<file path="src/hw/rtl/lfg_pkg.sv">
// shared types, widths and register codes of the longest free gap search
package lfg_pkg;

  localparam int RANGE_W             = 16;
  localparam int IDX_W               = 12;
  localparam int MINRUN_W            = 13;
  localparam int CFG_IDX_W           = 2;
  localparam int CFG_DATA_W          = 16;
  localparam int MAX_SAMPLES_DEFAULT = 4096;

  localparam logic [RANGE_W-1:0]  THRESHOLD_RESET = RANGE_W'(2000);
  localparam logic [MINRUN_W-1:0] MIN_RUN_RESET   = MINRUN_W'(5);

  typedef enum logic [CFG_IDX_W-1:0] {
    REG_DISTANCE_THRESHOLD = 2'd0,
    REG_MIN_RUN_LENGTH     = 2'd1
  } cfg_reg_t;

  typedef struct packed {
    logic [RANGE_W-1:0]  distance_threshold_mm;
    logic [MINRUN_W-1:0] min_run_length;
  } cfg_t;

  typedef struct packed {
    logic               gap_found;
    logic [IDX_W-1:0]   gap_start;
    logic [IDX_W-1:0]   gap_end;
    logic [IDX_W-1:0]   aim_index;
    logic [RANGE_W-1:0] target_range_mm;
  } result_t;

endpackage

</file>
<file path="src/hw/rtl/lfg_if.sv">
// handshake interfaces for samples, results and configuration writes
interface lfg_sample_if;
  logic                         valid;
  logic                         ready;
  logic [lfg_pkg::RANGE_W-1:0]  range_mm;
  logic                         last_sample;

  modport source (output valid, range_mm, last_sample, input ready);
  modport sink (input valid, range_mm, last_sample, output ready);
endinterface

interface lfg_result_if;
  logic                         valid;
  logic                         ready;
  logic                         gap_found;
  logic [lfg_pkg::IDX_W-1:0]    gap_start;
  logic [lfg_pkg::IDX_W-1:0]    gap_end;
  logic [lfg_pkg::IDX_W-1:0]    aim_index;
  logic [lfg_pkg::RANGE_W-1:0]  target_range_mm;

  modport source (output valid, gap_found, gap_start, gap_end, aim_index,
                  target_range_mm, input ready);
  modport sink (input valid, gap_found, gap_start, gap_end, aim_index,
                target_range_mm, output ready);
endinterface

interface lfg_cfg_if;
  logic                          valid;
  logic                          ready;
  logic [lfg_pkg::CFG_IDX_W-1:0] index;
  logic [lfg_pkg::CFG_DATA_W-1:0] data;

  modport source (output valid, index, data, input ready);
  modport sink (input valid, index, data, output ready);
endinterface

</file>
<file path="src/hw/rtl/lfg_cfg_regs.sv">
// configuration registers: distance threshold and minimum run length
module lfg_cfg_regs (
  input  logic                           clk,
  input  logic                           rst,
  input  logic                           wr_en,
  input  logic [lfg_pkg::CFG_IDX_W-1:0]  wr_index,
  input  logic [lfg_pkg::CFG_DATA_W-1:0] wr_data,
  output lfg_pkg::cfg_t                  cfg
);
  import lfg_pkg::*;

  cfg_t regs;

  always_ff @(posedge clk) begin
    if (rst) begin
      regs.distance_threshold_mm <= THRESHOLD_RESET;
      regs.min_run_length        <= MIN_RUN_RESET;
    end else if (wr_en) begin
      case (cfg_reg_t'(wr_index))
        REG_DISTANCE_THRESHOLD: regs.distance_threshold_mm <= wr_data[RANGE_W-1:0];
        REG_MIN_RUN_LENGTH:     regs.min_run_length <= wr_data[MINRUN_W-1:0];
        default: ;
      endcase
    end
  end

  assign cfg = regs;

endmodule

</file>
<file path="src/hw/rtl/lfg_scan_tracker.sv">
// per-scan run tracking, best gap selection and result forming
module lfg_scan_tracker #(
  parameter int MAX_SAMPLES = lfg_pkg::MAX_SAMPLES_DEFAULT
) (
  input  logic                         clk,
  input  logic                         rst,
  input  logic                         step,
  input  logic [lfg_pkg::RANGE_W-1:0]  range_mm,
  input  logic                         last_sample,
  input  lfg_pkg::cfg_t                cfg,
  output lfg_pkg::result_t             result
);
  import lfg_pkg::*;

  localparam int LEN_W = $clog2(MAX_SAMPLES + 1);
  localparam int CMP_W = (LEN_W > MINRUN_W) ? LEN_W : MINRUN_W;

  logic [LEN_W-1:0]   sample_count, sample_count_next;
  logic [LEN_W-1:0]   run_length, run_length_next;
  logic [IDX_W-1:0]   run_start, run_start_next;
  logic [RANGE_W-1:0] run_peak, run_peak_next;
  logic [IDX_W-1:0]   run_peak_index, run_peak_index_next;
  logic [LEN_W-1:0]   run_tie_count, run_tie_count_next;
  logic [LEN_W-1:0]   best_length, best_length_next;
  logic [IDX_W-1:0]   best_start, best_start_next;
  logic [IDX_W-1:0]   best_end, best_end_next;
  logic [RANGE_W-1:0] best_peak, best_peak_next;
  logic [IDX_W-1:0]   best_peak_index, best_peak_index_next;
  logic [LEN_W-1:0]   best_tie_count, best_tie_count_next;

  logic             in_window;
  logic             is_free;
  logic [LEN_W-1:0] run_inc;
  logic [IDX_W-1:0] idx;

  assign in_window = sample_count < LEN_W'(MAX_SAMPLES);
  assign is_free   = range_mm >= cfg.distance_threshold_mm;
  assign run_inc   = run_length + LEN_W'(1);
  assign idx       = IDX_W'(sample_count);

  always_comb begin
    sample_count_next    = sample_count;
    run_length_next      = run_length;
    run_start_next       = run_start;
    run_peak_next        = run_peak;
    run_peak_index_next  = run_peak_index;
    run_tie_count_next   = run_tie_count;
    best_length_next     = best_length;
    best_start_next      = best_start;
    best_end_next        = best_end;
    best_peak_next       = best_peak;
    best_peak_index_next = best_peak_index;
    best_tie_count_next  = best_tie_count;

    // samples past the window neither extend nor break a run
    if (in_window) begin
      sample_count_next = sample_count + LEN_W'(1);
      if (!is_free) begin
        run_length_next = '0;
      end else begin
        run_length_next = run_inc;
        if (run_length == '0) begin
          run_start_next      = idx;
          run_peak_next       = range_mm;
          run_peak_index_next = idx;
          run_tie_count_next  = LEN_W'(1);
        end else begin
          if (range_mm > run_peak) begin
            run_peak_next       = range_mm;
            run_peak_index_next = idx;
            run_tie_count_next  = LEN_W'(1);
          end else if (range_mm == run_peak) begin
            run_tie_count_next = run_tie_count + LEN_W'(1);
          end
          // strict compare keeps the earliest run on equal lengths
          if (CMP_W'(run_inc) >= CMP_W'(cfg.min_run_length) && run_inc > best_length) begin
            best_length_next     = run_inc;
            best_start_next      = run_start;
            best_end_next        = idx;
            best_peak_next       = run_peak_next;
            best_peak_index_next = run_peak_index_next;
            best_tie_count_next  = run_tie_count_next;
          end
        end
      end
    end
  end

  always_comb begin
    result = '0;
    if (best_length_next != '0) begin
      result.gap_found       = 1'b1;
      result.gap_start       = best_start_next;
      result.gap_end         = best_end_next;
      result.aim_index       = best_peak_index_next + IDX_W'(best_tie_count_next >> 1);
      result.target_range_mm = best_peak_next;
    end
  end

  always_ff @(posedge clk) begin
    if (rst || (step && last_sample)) begin
      sample_count    <= '0;
      run_length      <= '0;
      run_start       <= '0;
      run_peak        <= '0;
      run_peak_index  <= '0;
      run_tie_count   <= '0;
      best_length     <= '0;
      best_start      <= '0;
      best_end        <= '0;
      best_peak       <= '0;
      best_peak_index <= '0;
      best_tie_count  <= '0;
    end else if (step) begin
      sample_count    <= sample_count_next;
      run_length      <= run_length_next;
      run_start       <= run_start_next;
      run_peak        <= run_peak_next;
      run_peak_index  <= run_peak_index_next;
      run_tie_count   <= run_tie_count_next;
      best_length     <= best_length_next;
      best_start      <= best_start_next;
      best_end        <= best_end_next;
      best_peak       <= best_peak_next;
      best_peak_index <= best_peak_index_next;
      best_tie_count  <= best_tie_count_next;
    end
  end

endmodule

</file>
<file path="src/hw/rtl/longest_free_gap_target_search.sv">
// top level of the longest free gap search: input register, tracker, result register
//
// Takes one range sample per clock and, on the sample flagged last, delivers one result
// with the longest free run of the scan (earliest on ties), its peak range and the target
// index. A taken sample sits in the input register, from which the tracker updates the run
// and best-gap registers, and the result of a scan is registered when its last sample leaves
// the input register. Throughput is one sample per cycle, one tracker update per sample;
// the input side only waits when a last sample reaches the tracker while the previous
// result is still not taken. Configuration is written through the cfg channel, which is
// always ready, and should only change between scans.
module longest_free_gap_target_search #(
  parameter int MAX_SAMPLES = lfg_pkg::MAX_SAMPLES_DEFAULT
) (
  input logic          clk,
  input logic          rst,
  lfg_sample_if.sink   samples,
  lfg_result_if.source results,
  lfg_cfg_if.sink      cfg
);
  import lfg_pkg::*;

  logic               in_valid;
  logic [RANGE_W-1:0] in_range;
  logic               in_last;
  logic               consume;
  logic               res_valid;
  result_t            res;
  result_t            tracker_result;
  cfg_t               cfg_regs;

  // a non-last sample never needs the result register
  assign consume       = in_valid && (!in_last || !res_valid || results.ready);
  assign samples.ready = !in_valid || consume;
  assign cfg.ready     = 1'b1;

  always_ff @(posedge clk) begin
    if (rst) begin
      in_valid <= 1'b0;
    end else if (samples.valid && samples.ready) begin
      in_valid <= 1'b1;
    end else if (consume) begin
      in_valid <= 1'b0;
    end
  end

  always_ff @(posedge clk) begin
    if (samples.valid && samples.ready) begin
      in_range <= samples.range_mm;
      in_last  <= samples.last_sample;
    end
  end

  lfg_cfg_regs u_cfg_regs (
    .clk      (clk),
    .rst      (rst),
    .wr_en    (cfg.valid),
    .wr_index (cfg.index),
    .wr_data  (cfg.data),
    .cfg      (cfg_regs)
  );

  lfg_scan_tracker #(
    .MAX_SAMPLES (MAX_SAMPLES)
  ) u_scan_tracker (
    .clk         (clk),
    .rst         (rst),
    .step        (consume),
    .range_mm    (in_range),
    .last_sample (in_last),
    .cfg         (cfg_regs),
    .result      (tracker_result)
  );

  always_ff @(posedge clk) begin
    if (rst) begin
      res_valid <= 1'b0;
    end else if (consume && in_last) begin
      res_valid <= 1'b1;
    end else if (results.ready) begin
      res_valid <= 1'b0;
    end
  end

  always_ff @(posedge clk) begin
    if (consume && in_last) begin
      res <= tracker_result;
    end
  end

  assign results.valid           = res_valid;
  assign results.gap_found       = res.gap_found;
  assign results.gap_start       = res.gap_start;
  assign results.gap_end         = res.gap_end;
  assign results.aim_index       = res.aim_index;
  assign results.target_range_mm = res.target_range_mm;

endmodule

</file>
<file path="src/flat_wrapper.sv">
// flat-port wrapper written by rule: the top's interface ports become plain ports
module longest_free_gap_target_search_flat import lfg_pkg::*;
#(
  parameter int MAX_SAMPLES = lfg_pkg::MAX_SAMPLES_DEFAULT
)
  (clk, rst, samples_valid, samples_range_mm, samples_last_sample, samples_ready, results_valid, results_gap_found, results_gap_start, results_gap_end, results_aim_index, results_target_range_mm, results_ready, cfg_valid, cfg_index, cfg_data, cfg_ready);
  lfg_sample_if samples_i ();
  lfg_result_if results_i ();
  lfg_cfg_if cfg_i ();
  input logic clk;
  input logic rst;
  input wire logic [$bits(samples_i.valid)-1:0] samples_valid;
  input wire logic [$bits(samples_i.range_mm)-1:0] samples_range_mm;
  input wire logic [$bits(samples_i.last_sample)-1:0] samples_last_sample;
  output wire logic [$bits(samples_i.ready)-1:0] samples_ready;
  output wire logic [$bits(results_i.valid)-1:0] results_valid;
  output wire logic [$bits(results_i.gap_found)-1:0] results_gap_found;
  output wire logic [$bits(results_i.gap_start)-1:0] results_gap_start;
  output wire logic [$bits(results_i.gap_end)-1:0] results_gap_end;
  output wire logic [$bits(results_i.aim_index)-1:0] results_aim_index;
  output wire logic [$bits(results_i.target_range_mm)-1:0] results_target_range_mm;
  input wire logic [$bits(results_i.ready)-1:0] results_ready;
  input wire logic [$bits(cfg_i.valid)-1:0] cfg_valid;
  input wire logic [$bits(cfg_i.index)-1:0] cfg_index;
  input wire logic [$bits(cfg_i.data)-1:0] cfg_data;
  output wire logic [$bits(cfg_i.ready)-1:0] cfg_ready;
  assign samples_i.valid = samples_valid;
  assign samples_i.range_mm = samples_range_mm;
  assign samples_i.last_sample = samples_last_sample;
  assign samples_ready = samples_i.ready;
  assign results_valid = results_i.valid;
  assign results_gap_found = results_i.gap_found;
  assign results_gap_start = results_i.gap_start;
  assign results_gap_end = results_i.gap_end;
  assign results_aim_index = results_i.aim_index;
  assign results_target_range_mm = results_i.target_range_mm;
  assign results_i.ready = results_ready;
  assign cfg_i.valid = cfg_valid;
  assign cfg_i.index = cfg_index;
  assign cfg_i.data = cfg_data;
  assign cfg_ready = cfg_i.ready;
  longest_free_gap_target_search #(.MAX_SAMPLES(MAX_SAMPLES)) u_core (.clk(clk), .rst(rst), .samples(samples_i), .results(results_i), .cfg(cfg_i));
endmodule
</file>
<file path="config.mk">
export PLATFORM = sky130hd
export DESIGN_NAME = longest_free_gap_target_search_flat
export DESIGN_NICKNAME = d
export VERILOG_FILES = /design/src/hw/rtl/lfg_pkg.sv /design/src/hw/rtl/lfg_if.sv /design/src/hw/rtl/lfg_cfg_regs.sv /design/src/hw/rtl/lfg_scan_tracker.sv /design/src/hw/rtl/longest_free_gap_target_search.sv /design/src/flat_wrapper.sv
export SDC_FILE = /design/constraint.sdc
export NUM_CORES = 1
export LEC_CHECK = 0
export ABC_AREA = 1
export BUFFER_PORTS_ARGS = -buffer_cell sky130_fd_sc_hd__buf_4
export CORE_MARGIN = 4
export CORE_UTILIZATION = 55
export DETAILED_ROUTE_END_ITERATION = 6
export PLACE_DENSITY = 0.77
export SYNTH_ARGS = -nofsm -noshare
export SYNTH_HDL_FRONTEND = slang
export SYNTH_HIERARCHICAL = 1
export SYNTH_SLANG_ARGS = --single-unit
</file>
<file path="constraint.sdc">
create_clock -name clk -period 4.5 [get_ports clk]
set_input_delay 0.45 -clock clk [delete_from_list [all_inputs] [get_ports clk]]
set_output_delay 0.45 -clock clk [all_outputs]
set_load 0.01 [all_outputs]
</file>
Word level (Yosys, flattened, before mapping)
Index checks and enable logic that the tools add are counted.

storage, ports and cells
  register bits after elaboration = 258
  bits of input ports = 40
  logic and storage cells = 95

cells by class
  add/subtract/negate cells = 4
  magnitude comparators = 5
  equality and inequality tests = 2
  muxes and demuxes = 37
  bitwise gates (word level) = 1
  reductions and logical operators = 22

operators by type and width
  kind                                                              number
  12-bit 2-to-1 mux                                                 14
  13-bit 2-to-1 mux                                                 12
  16-bit 2-to-1 mux                                                 6
  53-bit 2-to-1 mux                                                 1
  13-bit by 1-bit adder with 13-bit output (second input constant)  3
  16-bit == test                                                    1
  16-bit >= comparator                                              1
  16-bit greater-than comparator                                    1
  13-bit >= comparator                                              1
  13-bit greater-than comparator                                    1
  13-bit zero test                                                  1
  13-bit less-than comparator (second input constant)               1
  13-bit nonzero test                                               1
  12-bit adder                                                      1
  2-bit AND reduction                                               3
  5-bit AND reduction                                               1
  1-bit logical AND                                                 4
  1-bit logical OR                                                  4
  1-bit 2-to-1 mux                                                  4
  4-bit AND reduction                                               1
  2-bit nonzero test                                                2
  1-bit zero test                                                   3
  3-bit AND reduction                                               1
  2-bit by 1-bit == test with 1-bit output (second input constant)  1
  2 further kinds                                                   2

Depth between registers and ports, before layout
  depth after elaboration = 9
  gate-level depth with buffers = 33

Hierarchy
Netlist, hierarchy kept.

by module, submodules not included
  module                          instances  cells each  area an instance (µm²)  sequential area each (µm²)
  lfg_scan_tracker                1          1616        10252.3                 3123.0
  longest_free_gap_target_search  1          90          2232.1                  2142.1
  lfg_cfg_regs                    1          175         1232.4                  580.6

Least setup slack after synthesis
Ideal clock, no wire load.

  kind = flip-flop to flip-flop
  from = register u_core.u_scan_tracker.run_length[0]
  to = register u_core.res (netlist bit u_core/results.aim_index[10]) (data pin)
  setup time = 255 ps
  arrival = 4045 ps
  required time = 4245 ps
  setup slack = 200 ps
  cell stages (with the launch flop) = 29
  clock period less this slack = 4300 ps
  cells stage by stage = dfxtp_1 > ha_1 > nand2_1 > nor2_1 > nand4_1 > nand2_1 > inv_1 > ha_1 > nand2_1 > nor2_1 > nor3b_1 > nand2_1 > nand2_1 > nand3_1 > nor2_1 > buf_2 > clkbuf_1 > o21ai_0 > ha_1 > fa_1 > nand3_1 > nand2_1 > nand2_1 > o211ai_1 > nand2_1 > nand2_1 > a21oi_1 > xor2_1 > nor2_1

on the way
  word-level cells in the longest chain between the ends = 8

RTL lines
  what                                                                    RTL line                              RTL
  start: declaration                                                      lfg_scan_tracker.sv:19                logic [LEN_W-1:0] run_length, run_length_next;
  start signal: assignment                                                lfg_scan_tracker.sv:116               run_length <= run_length_next;
  13-bit by 1-bit adder with 13-bit output                                lfg_scan_tracker.sv:38                assign run_inc = run_length + LEN_W'(1);
  13-bit >= comparator or 13-bit greater-than comparator (tied branches)  lfg_scan_tracker.sv:76                if (CMP_W'(run_inc) >= CMP_W'(cfg.min_run_length) && run_inc > best_length) begin
  1-bit logical AND                                                       lfg_scan_tracker.sv:76
  13-bit 2-to-1 mux                                                       lfg_scan_tracker.sv:76
  13-bit 2-to-1 mux (*)                                                   lfg_scan_tracker.sv:62                if (run_length == '0) begin
  13-bit 2-to-1 mux (*)                                                   lfg_scan_tracker.sv:58                if (!is_free) begin
  13-bit 2-to-1 mux (*)                                                   lfg_scan_tracker.sv:56                if (in_window) begin
  net u_core.u_scan_tracker.best_tie_count_next[1]                        lfg_scan_tracker.sv:29                logic [LEN_W-1:0] best_tie_count, best_tie_count_next;
  12-bit adder (*)                                                        lfg_scan_tracker.sv:95                result.aim_index = best_peak_index_next + IDX_W'(best_tie_count_next >> 1);
  end signal: assignment                                                  longest_free_gap_target_search.sv:86  res <= tracker_result;
  end: declaration                                                        longest_free_gap_target_search.sv:27  result_t res;

Mark *: on every way through the listed nets, which the timed path passes. The rest lies on a longest branch.
A chain may end at the register's enable or synchronous reset.

Final worst setup path
  from = register u_core.u_scan_tracker.run_length[3]
  to = register u_core.res (netlist bit u_core/results.aim_index[10]) (data pin)

on the way
  word-level cells in the longest chain between the ends = 8

RTL lines
  what                                                                    RTL line                RTL
  13-bit by 1-bit adder with 13-bit output                                lfg_scan_tracker.sv:38
  13-bit >= comparator or 13-bit greater-than comparator (tied branches)  lfg_scan_tracker.sv:76
  1-bit logical AND                                                       lfg_scan_tracker.sv:76
  12-bit 2-to-1 mux                                                       lfg_scan_tracker.sv:76
  12-bit 2-to-1 mux (*)                                                   lfg_scan_tracker.sv:62
  12-bit 2-to-1 mux (*)                                                   lfg_scan_tracker.sv:58
  12-bit 2-to-1 mux (*)                                                   lfg_scan_tracker.sv:56
  net u_core.u_scan_tracker.best_peak_index_next[3]                       lfg_scan_tracker.sv:28  logic [IDX_W-1:0] best_peak_index, best_peak_index_next;
  12-bit adder (*)                                                        lfg_scan_tracker.sv:95

Marks and branches as above.

==> metrics.yaml <==
drt:
  first_iter_violations: 952
  ant_nets: 0
  drcViolationCount: 0
  drtPass1Iterations: 6
  vias_per_cell: 5.26
  routedWlPerCell_microns: 14.3
  vias: 12100
  drt-total-wl_microns: 32900
placement:
  dpl_cell_area_sq_mm: 0.0147
  dp_hpwl_microns: 22700
  dp_worst_setup_slack_ps: -125
  port_buffers: 94
  gp_congestion: 0.876
floorplanning:
  num_rows: 57
  die_w_microns: 166
  dieArea_sq_mm: 0.0275
  coreArea_sq_mm: 0.0245
  start_util: 0.561
  io_pins: 96
  fp.dieH_microns: 166
critical_path:
  worst-setup-path-type: "reg -> reg"
  cp-start-kind: "register"
  worstPathRequired_ps: 4810
  cp_max_fo: 9
  cp_data_arrival_time_ps: 4600
  end_kind: "register"
yosys:
  synth_seq_cells: 257
  seq_area_frac_synth: 0.426
  async_flop_share: 0
  synth_nets: 1995
  synth_edf_count: 70
  synth_warnings: 6
  syn-cell-area_sq_mm: 0.0137
  postSynthCellCount: 1881
  synth_cell_types: 42
  syn_area_per_cell_sq_um: 7.29
  synth_ff_type: "dfxtp_1"
grt:
  grt_pass1_vias: 11100
  overflow: 0
  grt_pass1_wl_microns: 53800
  grt_antenna_before_repair: 0
  grtUsageTotal: 0.229
  grt_max_degree: 92
layout:
  drive_above_1_share: 0.121
  mostFrequentLayoutCell: "nand2_1"
  layout_common_cells: "452 x nand2_1, 305 x inv_1, 205 x nor2_1, 183 x dfxtp_1, 124 x buf_4"
  area_delta_synth_final_pct: 15.7
  antenna_cells: 0
  stdcell_area_sq_mm: 0.0159
  nets: 2070
run:
  maxCapViolCount: 0
sta:
  final-max-slew-violation-count: 0
  holdWs_ps: 62.9
  worst_slew_pin_slew_ps: 835
  skew_ps: 9.88
  fmax_mhz: 233
  min_period_ps: 4290
  max_slew_margin: 0.442
  final_hold_viol_count: 0
  setup_viol_count_final: 0
  period_share: 0.953
  fin_ws_ps: 209
pwr:
  powerDensity_mw_per_mm2: 350
  leakagePower_nw: 7.42
  ir_drop_mv: 0.289
cts:
  clockBufferDepth: 3
  clk_latency_ps: 560
  cts-root-buf: "clkbuf_16"
  clk_pin_slew_ps: 60
  cts_tree: "done"
  cts_made_buffers: 29
  cts.sinks: 257
  htreeDepth: 1
min_path:
  min_path_type: "in -> reg"
outcome:
  status: "finished clean"
==> worst paths after layout <==
check / startpoint / end / slack, ps / depth (start not counted)
setup reg to reg: u_core/u_scan_tracker/run_length[3] / u_core/results.aim_index[10] / 210 / 27
hold reg to reg: u_core/u_scan_tracker/run_start[3] / u_core/u_scan_tracker/run_start[3] / 460 / 2
setup / recovery: u_core/u_scan_tracker/run_length[3] / u_core/results.aim_index[10] / 210 / 27
hold / removal: samples_range_mm[12] / u_core/in_range[12] / 60 / 1
==> critical path, stage by stage, from the launching register on <==
cell and delay, ps:
dfxtp_1 380, inv_2 100, nor3_2 260, nand3_1 170, xor2_2 170, inv_1 100
ha_1 280, nand2_1 70, nor2_2 130, nor3b_2 170, nand2_1 90, nand2_2 100
nand3_4 120, nor2_4 150, buf_12 140, buf_8 130, nand2_1 50, o21ai_1 170
ha_4 270, a21oi_1 140, nand2_1 130, nand2_1 90, o211ai_1 140, nand2_1 90
nand2_1 60, a21oi_2 120, xor2_1 160, nor2_1 60
==> stage by stage <==
step	util	cells	power, mW	setup TNS (ps)
4_1_cts	0.640	2297	5.57	0
5_1_grt	0.649	2303	5.79	-130
3_5_place_dp	0.600	2241	3.24	-316
3_3_place_gp	0.600	2241	3.21	0
2_1_floorplan	-	1881	3.04	0
6_report	0.649	2303	5.55	0
==> layer usage <==
layer | routed length (microns) | global-route usage | share of wire
met3 | 1890 | 0.0321 | 0.057
met1 | 14700 | 0.310 | 0.45
met5 | 0 | 0 | 0
met4 | 700 | 0.0621 | 0.021
met2 | 15600 | 0.388 | 0.47
==> where the power goes <==
part | leakage [nW] | switching, mW | internal [mW]
Clock | 0.453 | 0.974 | 1.36
Sequential | 2.20 | 0.0485 | 2.48
Combinational | 4.77 | 0.449 | 0.240
Total | 7.42 | 1.47 | 4.08
==> Yosys cell counts (4+ instances only) <==
cell type    n  area share
inv_1      310       0.085
xor2_1      17       0.011
nand2_1    455        0.12
buf_1        5      0.0014
a21oi_1    120       0.044
or2_2       16      0.0073
ha_1        73       0.067
dfxtp_1    187        0.27
a211oi_1     8      0.0044
a22oi_1     14      0.0077
nand3_1     64       0.023
a31oi_1     10      0.0046
a21boi_0    11      0.0060
nor2_1     210       0.057
o211ai_1    41       0.022
nor3_1      11      0.0040
o21a_1       7      0.0038
buf_6        9      0.0074
buf_2       15      0.0055
clkbuf_1    51       0.014
o21ai_0    132       0.048
buf_4        7      0.0038
nand4_1      8      0.0036
edfxtp_1    70        0.15
nor4_1       4      0.0018
==> repair_timing <==
action,CTS,global route
hold buffers,0,0
buffers inserted,1,5
pin swaps,1,10
gates resized for setup,5,48
endpoints found under the setup margin,4,12
cloned,1,1
==> kinds of logic after synthesis <==
logic type,after synthesis,synth area share
buffers and inverters,398,0.117
XOR/XNOR,20,0.0128
adder cells (fa/ha/maj),74,0.0680
AO/OA/AOI/OAI,350,0.144
other,1,0.000273
AND/OR/NAND/NOR,781,0.231
flip-flops,257,0.426
==> layout make-up <==
type                    instances  area (sq um)
clock inverters                21           210
fillers                      2057          8600
inverters                     311          1170
well taps                     324           405
repair buffers                130          1050
multi-input cells            1227          6430
flip-flops and latches        257          5860
clock buffers                  33           741
==> registers in the layout, summed over array words and instances, names as in the netlist, 13 cells and up <==
name,cells
u_core/u_cfg_regs/cfg,29
u_core/u_scan_tracker/run_peak,16
u_core/in_range,16
u_core/u_scan_tracker/best_peak,16
u_core/results.target_range_mm,16
u_core/u_scan_tracker/sample_count,13
u_core/u_scan_tracker/best_length,13
u_core/u_scan_tracker/run_length,13
u_core/u_scan_tracker/run_tie_count,13
(Power assumes the default switching activity.)
